==> config.mk <==
export PLATFORM = sky130hd
export DESIGN_NAME = averaged_level_to_box_size_unit
export DESIGN_NICKNAME = d
export VERILOG_FILES = /design/src/rtl/albs_pkg.sv /design/src/rtl/albs_datapath.sv /design/src/rtl/albs_ctrl.sv /design/src/rtl/averaged_level_to_box_size_unit.sv
export SDC_FILE = /design/constraint.sdc
export NUM_CORES = 1
export LEC_CHECK = 0
export BUFFER_PORTS_ARGS = -buffer_cell sky130_fd_sc_hd__buf_2
export CAP_MARGIN = 5
export CORE_MARGIN = 4
export CORE_UTILIZATION = 55
export CTS_CLUSTER_SIZE = 20
export DETAILED_ROUTE_END_ITERATION = 10
export PLACE_DENSITY = 0.75
export SLEW_MARGIN = 20
export SYNTH_ARGS = -nofsm -noshare
export SYNTH_HDL_FRONTEND = slang
export SYNTH_SLANG_ARGS = --single-unit
==> constraint.sdc <==
create_clock -name clk -period 8.2 [get_ports clk]
set_input_delay 2.46 -clock clk [delete_from_list [all_inputs] [get_ports clk]]
set_output_delay 2.46 -clock clk [all_outputs]
set_load 0.01 [all_outputs]
==> src/rtl/albs_pkg.sv <==
`timescale 1ns / 1ps

package albs_pkg;

	// Fixed field widths of the block.
	localparam int SAMPLE_W  = 12;
	localparam int LEVEL_W   = 12;
	localparam int SUM_W     = 16;
	localparam int THR_W     = 16;
	localparam int HALF_W    = 7;
	localparam int CFG_IDX_W = 2;
	localparam int CFG_DAT_W = 16;

	// Divider iteration counter: one quotient bit per cycle.
	localparam int DIV_CNT_W = $clog2(LEVEL_W);
	localparam logic [DIV_CNT_W-1:0] DIV_LAST = DIV_CNT_W'(LEVEL_W - 1);

	// Configuration register indexes.
	localparam logic [CFG_IDX_W-1:0] CFG_CHANGE_THRESHOLD = 2'd0;
	localparam logic [CFG_IDX_W-1:0] CFG_MIN_LEVEL        = 2'd1;
	localparam logic [CFG_IDX_W-1:0] CFG_LEVEL_STEP       = 2'd2;

	// Configuration reset values.
	localparam logic [THR_W-1:0]   RST_CHANGE_THRESHOLD = 16'd500;
	localparam logic [LEVEL_W-1:0] RST_MIN_LEVEL        = 12'd15;
	localparam logic [LEVEL_W-1:0] RST_LEVEL_STEP       = 12'd20;

	typedef enum logic [2:0] {
		ST_IDLE,
		ST_UPDATE,
		ST_COMPARE,
		ST_AVERAGE,
		ST_SETUP,
		ST_DIVIDE,
		ST_DONE
	} state_t;

	// Commands from the controller to the datapath.
	typedef struct packed {
		logic capture;
		logic update;
		logic compare_load;
		logic average_load;
		logic div_setup;
		logic div_step;
		logic out_load;
	} cmd_t;

	// Status from the datapath to the controller.
	typedef struct packed {
		logic report;
	} status_t;

endpackage

==> src/rtl/albs_datapath.sv <==
`timescale 1ns / 1ps

module albs_datapath #(
	parameter int WINDOW  = 10,
	parameter int DISPLAY = 128
) (
	input  logic                             clk,
	input  logic                             arst_n,
	input  albs_pkg::cmd_t                   cmd,
	output albs_pkg::status_t                status,
	input  logic [albs_pkg::SAMPLE_W-1:0]    sample,
	input  logic                             cfg_valid,
	input  logic [albs_pkg::CFG_IDX_W-1:0]   cfg_index,
	input  logic [albs_pkg::CFG_DAT_W-1:0]   cfg_data,
	output logic [albs_pkg::HALF_W-1:0]      half_size,
	output logic [albs_pkg::LEVEL_W-1:0]     average_level
);

	localparam int SLOT_W = $clog2(WINDOW);
	localparam int FILL_W = $clog2(WINDOW + 1);
	// Exact floor(sum / WINDOW) as (sum * AVG_MULT) >> AVG_SHIFT for any 16-bit sum.
	localparam int AVG_SHIFT = albs_pkg::SUM_W + $clog2(WINDOW);
	localparam longint unsigned AVG_MULT_L =
		((64'd1 << AVG_SHIFT) + longint'(WINDOW) - 1) / longint'(WINDOW);
	localparam int MULT_W = albs_pkg::SUM_W + 1;
	localparam int PROD_W = albs_pkg::SUM_W + MULT_W;
	localparam logic [MULT_W-1:0] AVG_MULT = MULT_W'(AVG_MULT_L);
	localparam logic [albs_pkg::LEVEL_W-1:0] DISPLAY_MAX = albs_pkg::LEVEL_W'(DISPLAY);

	localparam int LW = albs_pkg::LEVEL_W;
	localparam int SW = albs_pkg::SUM_W;

	// Configuration registers.
	logic [albs_pkg::THR_W-1:0] thr_q;
	logic [LW-1:0]              min_q;
	logic [LW-1:0]              step_q;

	// Filter state.
	logic [albs_pkg::SAMPLE_W-1:0] ring_q [WINDOW];
	logic [SLOT_W-1:0]             slot_q;
	logic [FILL_W-1:0]             fill_q;
	logic [SW-1:0]                 sum_q;
	logic [SW-1:0]                 reported_q;
	logic [albs_pkg::SAMPLE_W-1:0] sample_q;

	// Arithmetic state.
	logic [PROD_W-1:0] product_s1;
	logic [LW-1:0]     avg_q;
	logic [LW:0]       rem_q;
	logic [LW-1:0]     quo_q;
	logic [LW-1:0]     div_q;

	logic [albs_pkg::HALF_W-1:0] half_q;
	logic [LW-1:0]               avg_out_q;

	logic                        full;
	logic [albs_pkg::SAMPLE_W-1:0] oldest;
	logic [SW-1:0]               sum_next;
	logic [SW-1:0]               diff;
	logic [LW-1:0]               dividend;
	logic [LW-1:0]               step_eff;
	logic [LW:0]                 shifted;
	logic                        fits;
	logic [LW-1:0]               clamped;

	always_comb begin
		full     = (fill_q == FILL_W'(WINDOW));
		oldest   = full ? ring_q[slot_q] : '0;
		sum_next = sum_q - SW'(oldest) + SW'(sample_q);
		diff     = (sum_q > reported_q) ? (sum_q - reported_q) : (reported_q - sum_q);
		status.report = (diff > thr_q);
		dividend = (avg_q > min_q) ? (avg_q - min_q) : '0;
		step_eff = (step_q == '0) ? LW'(1) : step_q;
		shifted  = {rem_q[LW-1:0], quo_q[LW-1]};
		fits     = (shifted >= {1'b0, div_q});
		clamped  = (quo_q > DISPLAY_MAX) ? DISPLAY_MAX : quo_q;
	end

	always_ff @(posedge clk or negedge arst_n) begin
		if (!arst_n) begin
			thr_q  <= albs_pkg::RST_CHANGE_THRESHOLD;
			min_q  <= albs_pkg::RST_MIN_LEVEL;
			step_q <= albs_pkg::RST_LEVEL_STEP;
		end else if (cfg_valid) begin
			case (cfg_index)
				albs_pkg::CFG_CHANGE_THRESHOLD: thr_q  <= cfg_data;
				albs_pkg::CFG_MIN_LEVEL:        min_q  <= cfg_data[LW-1:0];
				albs_pkg::CFG_LEVEL_STEP:       step_q <= cfg_data[LW-1:0];
				default: begin
				end
			endcase
		end
	end

	always_ff @(posedge clk or negedge arst_n) begin
		if (!arst_n) begin
			slot_q     <= '0;
			fill_q     <= '0;
			sum_q      <= '0;
			reported_q <= '0;
		end else begin
			if (cmd.update) begin
				sum_q  <= sum_next;
				slot_q <= (slot_q == SLOT_W'(WINDOW - 1)) ? '0 : slot_q + SLOT_W'(1);
				if (!full) begin
					fill_q <= fill_q + FILL_W'(1);
				end
			end
			if (cmd.compare_load) begin
				reported_q <= sum_q;
			end
		end
	end

	// Sample ring and arithmetic registers carry no reset.
	always_ff @(posedge clk) begin
		if (cmd.capture) begin
			sample_q <= sample;
		end
		if (cmd.update) begin
			ring_q[slot_q] <= sample_q;
		end
		if (cmd.compare_load) begin
			product_s1 <= PROD_W'(sum_q) * PROD_W'(AVG_MULT);
		end
		if (cmd.average_load) begin
			avg_q <= product_s1[AVG_SHIFT +: LW];
		end
		if (cmd.div_setup) begin
			rem_q <= '0;
			quo_q <= dividend;
			div_q <= step_eff;
		end else if (cmd.div_step) begin
			rem_q <= fits ? (shifted - {1'b0, div_q}) : shifted;
			quo_q <= {quo_q[LW-2:0], fits};
		end
		if (cmd.out_load) begin
			half_q    <= clamped[albs_pkg::HALF_W:1];
			avg_out_q <= avg_q;
		end
	end

	assign half_size     = half_q;
	assign average_level = avg_out_q;

	a_fill_bound: assert property (@(posedge clk) disable iff (!arst_n)
		fill_q <= FILL_W'(WINDOW))
		else $error("fill count past window length");

	a_reported: assert property (@(posedge clk) disable iff (!arst_n)
		cmd.compare_load |=> reported_q == $past(sum_q))
		else $error("reported sum not recorded");

endmodule

==> src/rtl/albs_ctrl.sv <==
`timescale 1ns / 1ps

module albs_ctrl (
	input  logic              clk,
	input  logic              arst_n,
	input  logic              in_valid,
	output logic              in_ready,
	output logic              out_valid,
	input  logic              out_ready,
	input  albs_pkg::status_t status,
	output albs_pkg::cmd_t    cmd
);

	albs_pkg::state_t                  state_q;
	albs_pkg::state_t                  state_next;
	logic [albs_pkg::DIV_CNT_W-1:0]    count_q;
	logic                              out_valid_q;
	logic                              out_free;

	assign out_free = !out_valid_q || out_ready;

	always_comb begin
		state_next = state_q;
		case (state_q)
			albs_pkg::ST_IDLE: begin
				if (in_valid) begin
					state_next = albs_pkg::ST_UPDATE;
				end
			end
			albs_pkg::ST_UPDATE:  state_next = albs_pkg::ST_COMPARE;
			albs_pkg::ST_COMPARE: begin
				state_next = status.report ? albs_pkg::ST_AVERAGE : albs_pkg::ST_IDLE;
			end
			albs_pkg::ST_AVERAGE: state_next = albs_pkg::ST_SETUP;
			albs_pkg::ST_SETUP:   state_next = albs_pkg::ST_DIVIDE;
			albs_pkg::ST_DIVIDE: begin
				if (count_q == albs_pkg::DIV_LAST) begin
					state_next = albs_pkg::ST_DONE;
				end
			end
			albs_pkg::ST_DONE: begin
				if (out_free) begin
					state_next = albs_pkg::ST_IDLE;
				end
			end
			default: state_next = albs_pkg::ST_IDLE;
		endcase
	end

	always_comb begin
		cmd      = '0;
		in_ready = 1'b0;
		case (state_q)
			albs_pkg::ST_IDLE: begin
				in_ready    = 1'b1;
				cmd.capture = in_valid;
			end
			albs_pkg::ST_UPDATE:  cmd.update       = 1'b1;
			albs_pkg::ST_COMPARE: cmd.compare_load = status.report;
			albs_pkg::ST_AVERAGE: cmd.average_load = 1'b1;
			albs_pkg::ST_SETUP:   cmd.div_setup    = 1'b1;
			albs_pkg::ST_DIVIDE:  cmd.div_step     = 1'b1;
			albs_pkg::ST_DONE:    cmd.out_load     = out_free;
			default: begin
			end
		endcase
	end

	always_ff @(posedge clk or negedge arst_n) begin
		if (!arst_n) begin
			state_q     <= albs_pkg::ST_IDLE;
			count_q     <= '0;
			out_valid_q <= 1'b0;
		end else begin
			state_q <= state_next;
			if (state_q == albs_pkg::ST_DIVIDE) begin
				count_q <= count_q + albs_pkg::DIV_CNT_W'(1);
			end else begin
				count_q <= '0;
			end
			if (cmd.out_load) begin
				out_valid_q <= 1'b1;
			end else if (out_ready) begin
				out_valid_q <= 1'b0;
			end
		end
	end

	assign out_valid = out_valid_q;

	a_no_overwrite: assert property (@(posedge clk) disable iff (!arst_n)
		cmd.out_load |-> (!out_valid_q || out_ready))
		else $error("pending result overwritten");

	a_accept_update: assert property (@(posedge clk) disable iff (!arst_n)
		(in_valid && in_ready) |=> state_q == albs_pkg::ST_UPDATE)
		else $error("accepted request not processed");

	a_div_done: assert property (@(posedge clk) disable iff (!arst_n)
		(state_q == albs_pkg::ST_DIVIDE && count_q == albs_pkg::DIV_LAST)
		|=> state_q == albs_pkg::ST_DONE)
		else $error("divider did not finish on time");

endmodule

==> src/rtl/averaged_level_to_box_size_unit.sv <==
`timescale 1ns / 1ps

// Moving-average level filter with a change threshold. Each request carries one
// 12-bit sample; the block keeps the last WINDOW samples and their running sum,
// and after the sample is added it compares the sum with the last reported sum.
// When they differ by more than change_threshold it delivers one result: the
// average level (sum / WINDOW) and half of the box size, where the size is
// (average - min_level) / level_step, zero below min_level, saturated at DISPLAY.
// Otherwise the request produces no result. A request that reports nothing
// passes only the update and compare steps; one that produces a result also
// passes the averaging step and the restoring divider for level_step, which
// retires one quotient bit per cycle. Only one request is in flight at a
// time, but a finished result sits in an output register, so new requests
// are taken while it waits; a result-producing request holds its last cycle
// until that register is free. The configuration port is always ready and its
// writes should be issued only while the block is idle.
module averaged_level_to_box_size_unit #(
	parameter int WINDOW  = 10,
	parameter int DISPLAY = 128
) (
	input  logic                           clk,
	input  logic                           arst_n,
	input  logic                           in_valid,
	output logic                           in_ready,
	input  logic [albs_pkg::SAMPLE_W-1:0]  sample,
	output logic                           out_valid,
	input  logic                           out_ready,
	output logic [albs_pkg::HALF_W-1:0]    half_size,
	output logic [albs_pkg::LEVEL_W-1:0]   average_level,
	input  logic                           cfg_valid,
	output logic                           cfg_ready,
	input  logic [albs_pkg::CFG_IDX_W-1:0] cfg_index,
	input  logic [albs_pkg::CFG_DAT_W-1:0] cfg_data
);

	albs_pkg::cmd_t    cmd;
	albs_pkg::status_t status;

	// Register writes are never held off.
	assign cfg_ready = 1'b1;

	albs_ctrl u_ctrl (
		.clk       (clk),
		.arst_n    (arst_n),
		.in_valid  (in_valid),
		.in_ready  (in_ready),
		.out_valid (out_valid),
		.out_ready (out_ready),
		.status    (status),
		.cmd       (cmd)
	);

	albs_datapath #(
		.WINDOW  (WINDOW),
		.DISPLAY (DISPLAY)
	) u_datapath (
		.clk           (clk),
		.arst_n        (arst_n),
		.cmd           (cmd),
		.status        (status),
		.sample        (sample),
		.cfg_valid     (cfg_valid),
		.cfg_index     (cfg_index),
		.cfg_data      (cfg_data),
		.half_size     (half_size),
		.average_level (average_level)
	);

endmodule
After elaboration in Yosys (flattened, before gate mapping)
Memory sizes are Yosys's and may differ from the RTL's.
Index checks and enable logic that the tools add are counted.

word-level totals
  bits in registers = 198
  RAM bits = 120
  input bits = 35
  output and inout port bits = 22
  memories = 1

memories
  memory             depth  width  rd ports  clocked after Yosys merged registers in  wr ports  line                 text
  u_datapath.ring_q  10     12     1         0                                        1         albs_datapath.sv:39  logic [albs_pkg::SAMPLE_W-1:0] ring_q [WINDOW];

cells by class
  add/sub/neg operators = 9
  multipliers = 1
  order comparisons = 5
  equal/unequal tests = 14
  mux-type cells = 25
  bitwise operators = 1
  reduce and logical (&&, ||, !) cells = 12

operator list
  kind                      number
  $mux W12                  5
  $gt A16 B16 Y1            2
  $sub A16 B16 Y16          2
  $mul A16 B16 Y31 const B  1
  $sub A12 B12 Y12          2
  $pmux W3 S7               1
  $add A16 B12 Y16          1
  $mux W16                  1
  $sub A16 B12 Y16          1
  $ge A13 B12 Y1            1
  $add A4 B1 Y4 const B     3
  $eq A4 B4 Y1 const B      3
  $gt A12 B12 Y1            1
  $gt A12 B8 Y1 const B     1
  $logic_not A12 Y1         1
  $mux W1                   12
  $eq A3 B3 Y1 const B      3
  $mux W3                   3
  $mux W4                   2
  $reduce_and A2 Y1         4
  $eq A3 B2 Y1 const B      2
  $ne A2 B1 Y1 const B      2
  $reduce_bool A2 Y1        2
  $eq A3 B1 Y1 const B      1
  other kinds (10)          10

Logic depth before layout (Yosys ltp)
  depth in word-level cells = 5
  mapped depth = 22
  gate-level depth less buffers = 21

Modules after synthesis
From an unflattened synthesis, not the netlist that was laid out.

unflattened totals
  cell total of the unflattened synthesis = 1770
  area total of the unflattened synthesis = 19925.4 um2

modules (own cells, without submodules)
  module                           instances  cells an instance  area each (um2)  sequential area each (um2)
  albs_datapath                    1          1723               19449.9          8232.9
  albs_ctrl                        1          45                 464.2            200.2
  averaged_level_to_box_size_unit  1          2                  11.3             0.0

Least setup slack after synthesis
Ideal clock, no wire load.

  path kind = reg2reg
  start = reg u_datapath.sum_q[3]
  end = reg u_datapath.product_s1[28], data pin
  setup time = 268 ps
  data arrival time = 5316 ps
  data required time = 7932 ps
  path slack = 2616 ps
  stages on the path, launching flop included = 20
  buffers on the path = 0
  period minus slack after synthesis = 5584 ps
  cell sequence = dfrtp_1 -> ha_1 -> inv_1 -> fa_1 -> inv_1 -> fa_1 -> fa_1 -> fa_1 -> inv_1 -> fa_1 -> inv_1 -> ha_1 -> and4_1 -> o2111ai_1 -> o21bai_1 -> o211a_1 -> or3_1 -> a21bo_2 -> mux2i_1 -> o311ai_1

between the ends
  longest elaborated chain between the ends = 1

RTL lines
  what                    line                  text
  start, declared         albs_datapath.sv:42   logic [SW-1:0] sum_q;
  start signal, assigned  albs_datapath.sv:103  sum_q <= sum_next;
  $mul A16 B16 Y31        albs_datapath.sv:124  product_s1 <= PROD_W'(sum_q) * PROD_W'(AVG_MULT);
  end signal, assigned    albs_datapath.sv:124
  end, declared           albs_datapath.sv:47   logic [PROD_W-1:0] product_s1;

No other way between the ends.
A chain may end at the register's enable or synchronous reset.

Worst setup path in the final report
  start = reg u_datapath.sum_q[2]
  end = reg u_datapath.product_s1[28], data pin

Same word-level chain as after synthesis.

==> impl_metrics.yaml <==
timing:
  timing.final.crit_period_ns: 5.99
  setup_repair_after_global_routing_missed_its_margin: "no"
  max_slew_margin_pct: 32.7
  final_min_period_over_clock_period_pct: 73.0
  tightestPinTransition_ns: 1.00
  achievable-frequency_ghz: 0.167
  fin_tns_setup_ns: 0
  final-setup-viol-count: 0
  final-hold-violation-count: 0
  worst_clock_skew_ns: 0.0141
  report.final.slew_viol_count: 0
drt:
  detailed_route_via_count: 12538
  average_detailed_routed_wire_length_per_instance_um: 19.0
  detail_route.wirelength_um: 42200
  drc: 0
  antenna_violation_net_count_after_detailed_routing: 0
  drt_iter0_markers: 679
  detail_route.first_pass.iterations: 6
  via_per_inst: 5.64
synthesis:
  top_area_cells_in_the_synthesized_netlist: "edfxtp_1 31%, ha_1 14%, fa_1 9.9%"
  synth_seq_area_share_pct: 43.2
  main_combinational_cell_family_by_area_after_synthesis: "adder cells"
  synth_top_flop_cell: "edfxtp_1"
  yosys.area_share.adder_pct: 23.6
  post_synth_mux_area_share_pct: 5.93
  simple_logic_cell_fraction_of_the_synthesized_area_pct: 6.60
  synth-edff-count: 199
  synth_async_reset_ratio_pct: 29.4
  ys_ff_latch: 299
  post_synth.cell_area_avg_um2: 11.5
  yosysUniqueCellTypes: 70
  synth_nets: 2043
  post_synth_most_frequent_cells: "296 x inv_1, 215 x ha_1, 199 x edfxtp_1"
  synth.largest_area_cell: "edfxtp_1"
  yosys_top_cell_area_share_pct: 30.6
  synth_area_um2: 19500
  synth-warning-count: 0
  post_synthesis_compound_gate_area_fraction_pct: 10.7
  yosysMostFrequentCell: "inv_1"
  post_synth_inst_count: 1697
  synth_xor_xnor_area_share_pct: 2.87
global_routing:
  grt_pass1_vias: 12593
  grt.overflow.total: 0
  grt_antenna_before_repair: 0
  grt_start_max_net_pins: 78
  grt.total_usage_pct: 21.9
  grt_pass1_wl_um: 67300
die:
  core_um2: 34800
  row_count: 68
  fp.dieArea_um2: 38500
  die-width_um: 196
  chipHeight_um: 196
  pin_count: 57
  floorplan.initialDensity_pct: 56.1
clock_tree:
  post_cts_resized: 0
  clkSinkCount: 299
  clk_root_buffer_cell: "clkbuf_16"
  tritoncts: "built"
  clkTransAtPathRegs_ns: 0.06
  cts.hold.buffers_added: 0
  cts_inserted_buffers: 31
  cts-root-to-sink-buffers: 3
  clock_latency_ns: 0.57
  clock_tree.htree_level_count: 1
  cts_setup_buffers: 0
setup_path:
  setup.worst_path.class: "register to register"
  critical_path.max_fanout: 7
  timing.critical_path.to_type: "register"
  cp_data_arrival_time_ns: 6.29
  worstPathRequired_ns: 8.50
  critical_path.startpoint_type: "register"
placement:
  port-buffer-count: 55
  place_congestion: 0.864
  post-dp-hpwl_um: 32500
hold_path:
  hold_path_class: "register to register"
final_layout:
  post_route_cells_drive_above_1_share_pct: 11.4
  fillerInstances: 2714
  multiInputGateArea_um2: 9730
  antennaDiodeCount: 0
  ff_latch_area_um2: 8430
  layout.nets: 2089
  layout-area-overhead-vs-synth_pct: 9.28
flow_run:
  max_cap_viol_count: 0
status:
  status: "complete, no violations"
[final cells by class]
cell class,count,area share (%)
Multi-Input combinational cell,1043,45.7
Sequential cell,299,39.6
Inverter,296,5.21
Clock buffer,38,3.81
Tap cell,455,2.67
Timing Repair Buffer,72,1.96
Clock inverter,20,1.12
[sequential cells by signal, summed over array words and instances (netlist names)]
signal and cells:
u_datapath.average_level 12, u_datapath.div_q 12, u_datapath.half_size 7, u_datapath.quo_q 12, u_datapath.avg_q 12, u_datapath.step_q 12, u_ctrl.out_valid 1, u_datapath.sample_q 12
u_datapath.product_s1 12, u_ctrl.state_q 3, u_datapath.reported_q 16, u_datapath.ring_q 120, u_datapath.rem_q 12, u_datapath.min_q 12, u_datapath.slot_q 4, u_datapath.sum_q 16
u_datapath.fill_q 4, u_ctrl.count_q 4, u_datapath.thr_q 16
[critical path: stages, from the launching register on]
cell,delay [ns]
dfrtp_1,0.50
ha_1,0.39
inv_1,0.08
fa_1,0.54
inv_1,0.06
fa_1,0.50
fa_1,0.52
fa_1,0.55
inv_1,0.05
fa_1,0.52
inv_1,0.04
ha_1,0.30
and4_1,0.22
o2111ai_1,0.12
o21bai_1,0.18
o211a_1,0.27
or3_1,0.40
a21bo_2,0.21
mux2i_1,0.14
o311ai_1,0.12
[per-layer routing]
metal	vias to the layer above	track usage, %	wire, um
li1	5948	-	-
met5	-	0	0
met4	0	6.46	1240
met3	79	2.99	2160
met1	6175	31.4	18900
met2	336	35.4	19900
[path summary, 6_finish.rpt]
path / start / end / slack, ns / cells past startpoint
worst max-delay path: u_datapath.sum_q[2] / u_datapath.product_s1[28] / 2.21 / 19
worst min register to register: u_datapath.product_s1[26] / u_datapath.avg_q[6] / 0.42 / 0
max in group asynchronous: arst_n / u_datapath.thr_q[7] / 5.47 / 3
worst max register to register: u_datapath.sum_q[2] / u_datapath.product_s1[28] / 2.21 / 19
min in group asynchronous: arst_n / u_datapath.thr_q[14] / 1.72 / 1
worst min-delay path: u_datapath.product_s1[26] / u_datapath.avg_q[6] / 0.42 / 0
[cell usage in the layout (no fill, tap or decap), types with 47 or more instances in the layout]
cell	n
a21oi_1	63
nor2_1	47
dfrtp_1	75
inv_1	296
o21ai_0	93
edfxtp_1	199
buf_2	54
fa_1	96
nand2_1	97
ha_1	215
[cells by family (layout without fill, tap and decap cells)]
group	count (synthesis)	in the layout
XOR/XNOR	64	64
multiplexers	82	82
AND/OR/NAND/NOR	268	268
AO/OA/AOI/OAI	317	317
other	1	1
flip-flops	299	299
adder cells (fa/ha/maj)	311	311
buffers and inverters	355	426
[per-stage QoR]
step / utilization (%) / area [um^2] / instances / hold slack [ns] / setup slack [ns]
after floorplan: - / 19500 / 1697 / 0.400 / 2.62
after global placement: 58.2 / 20200 / 2164 / 0.400 / 2.30
after detailed placement: 58.2 / 20200 / 2164 / 0.408 / 2.22
after CTS: 61.2 / 21300 / 2222 / 0.420 / 2.19
after global routing: 61.3 / 21300 / 2223 / 0.425 / 1.91
final: 61.3 / 21300 / 2223 / 0.419 / 2.21
Power is left out: the tool's default activity adds up to more than one toggle a clock period on the data nets, which glitch-free logic cannot reach.
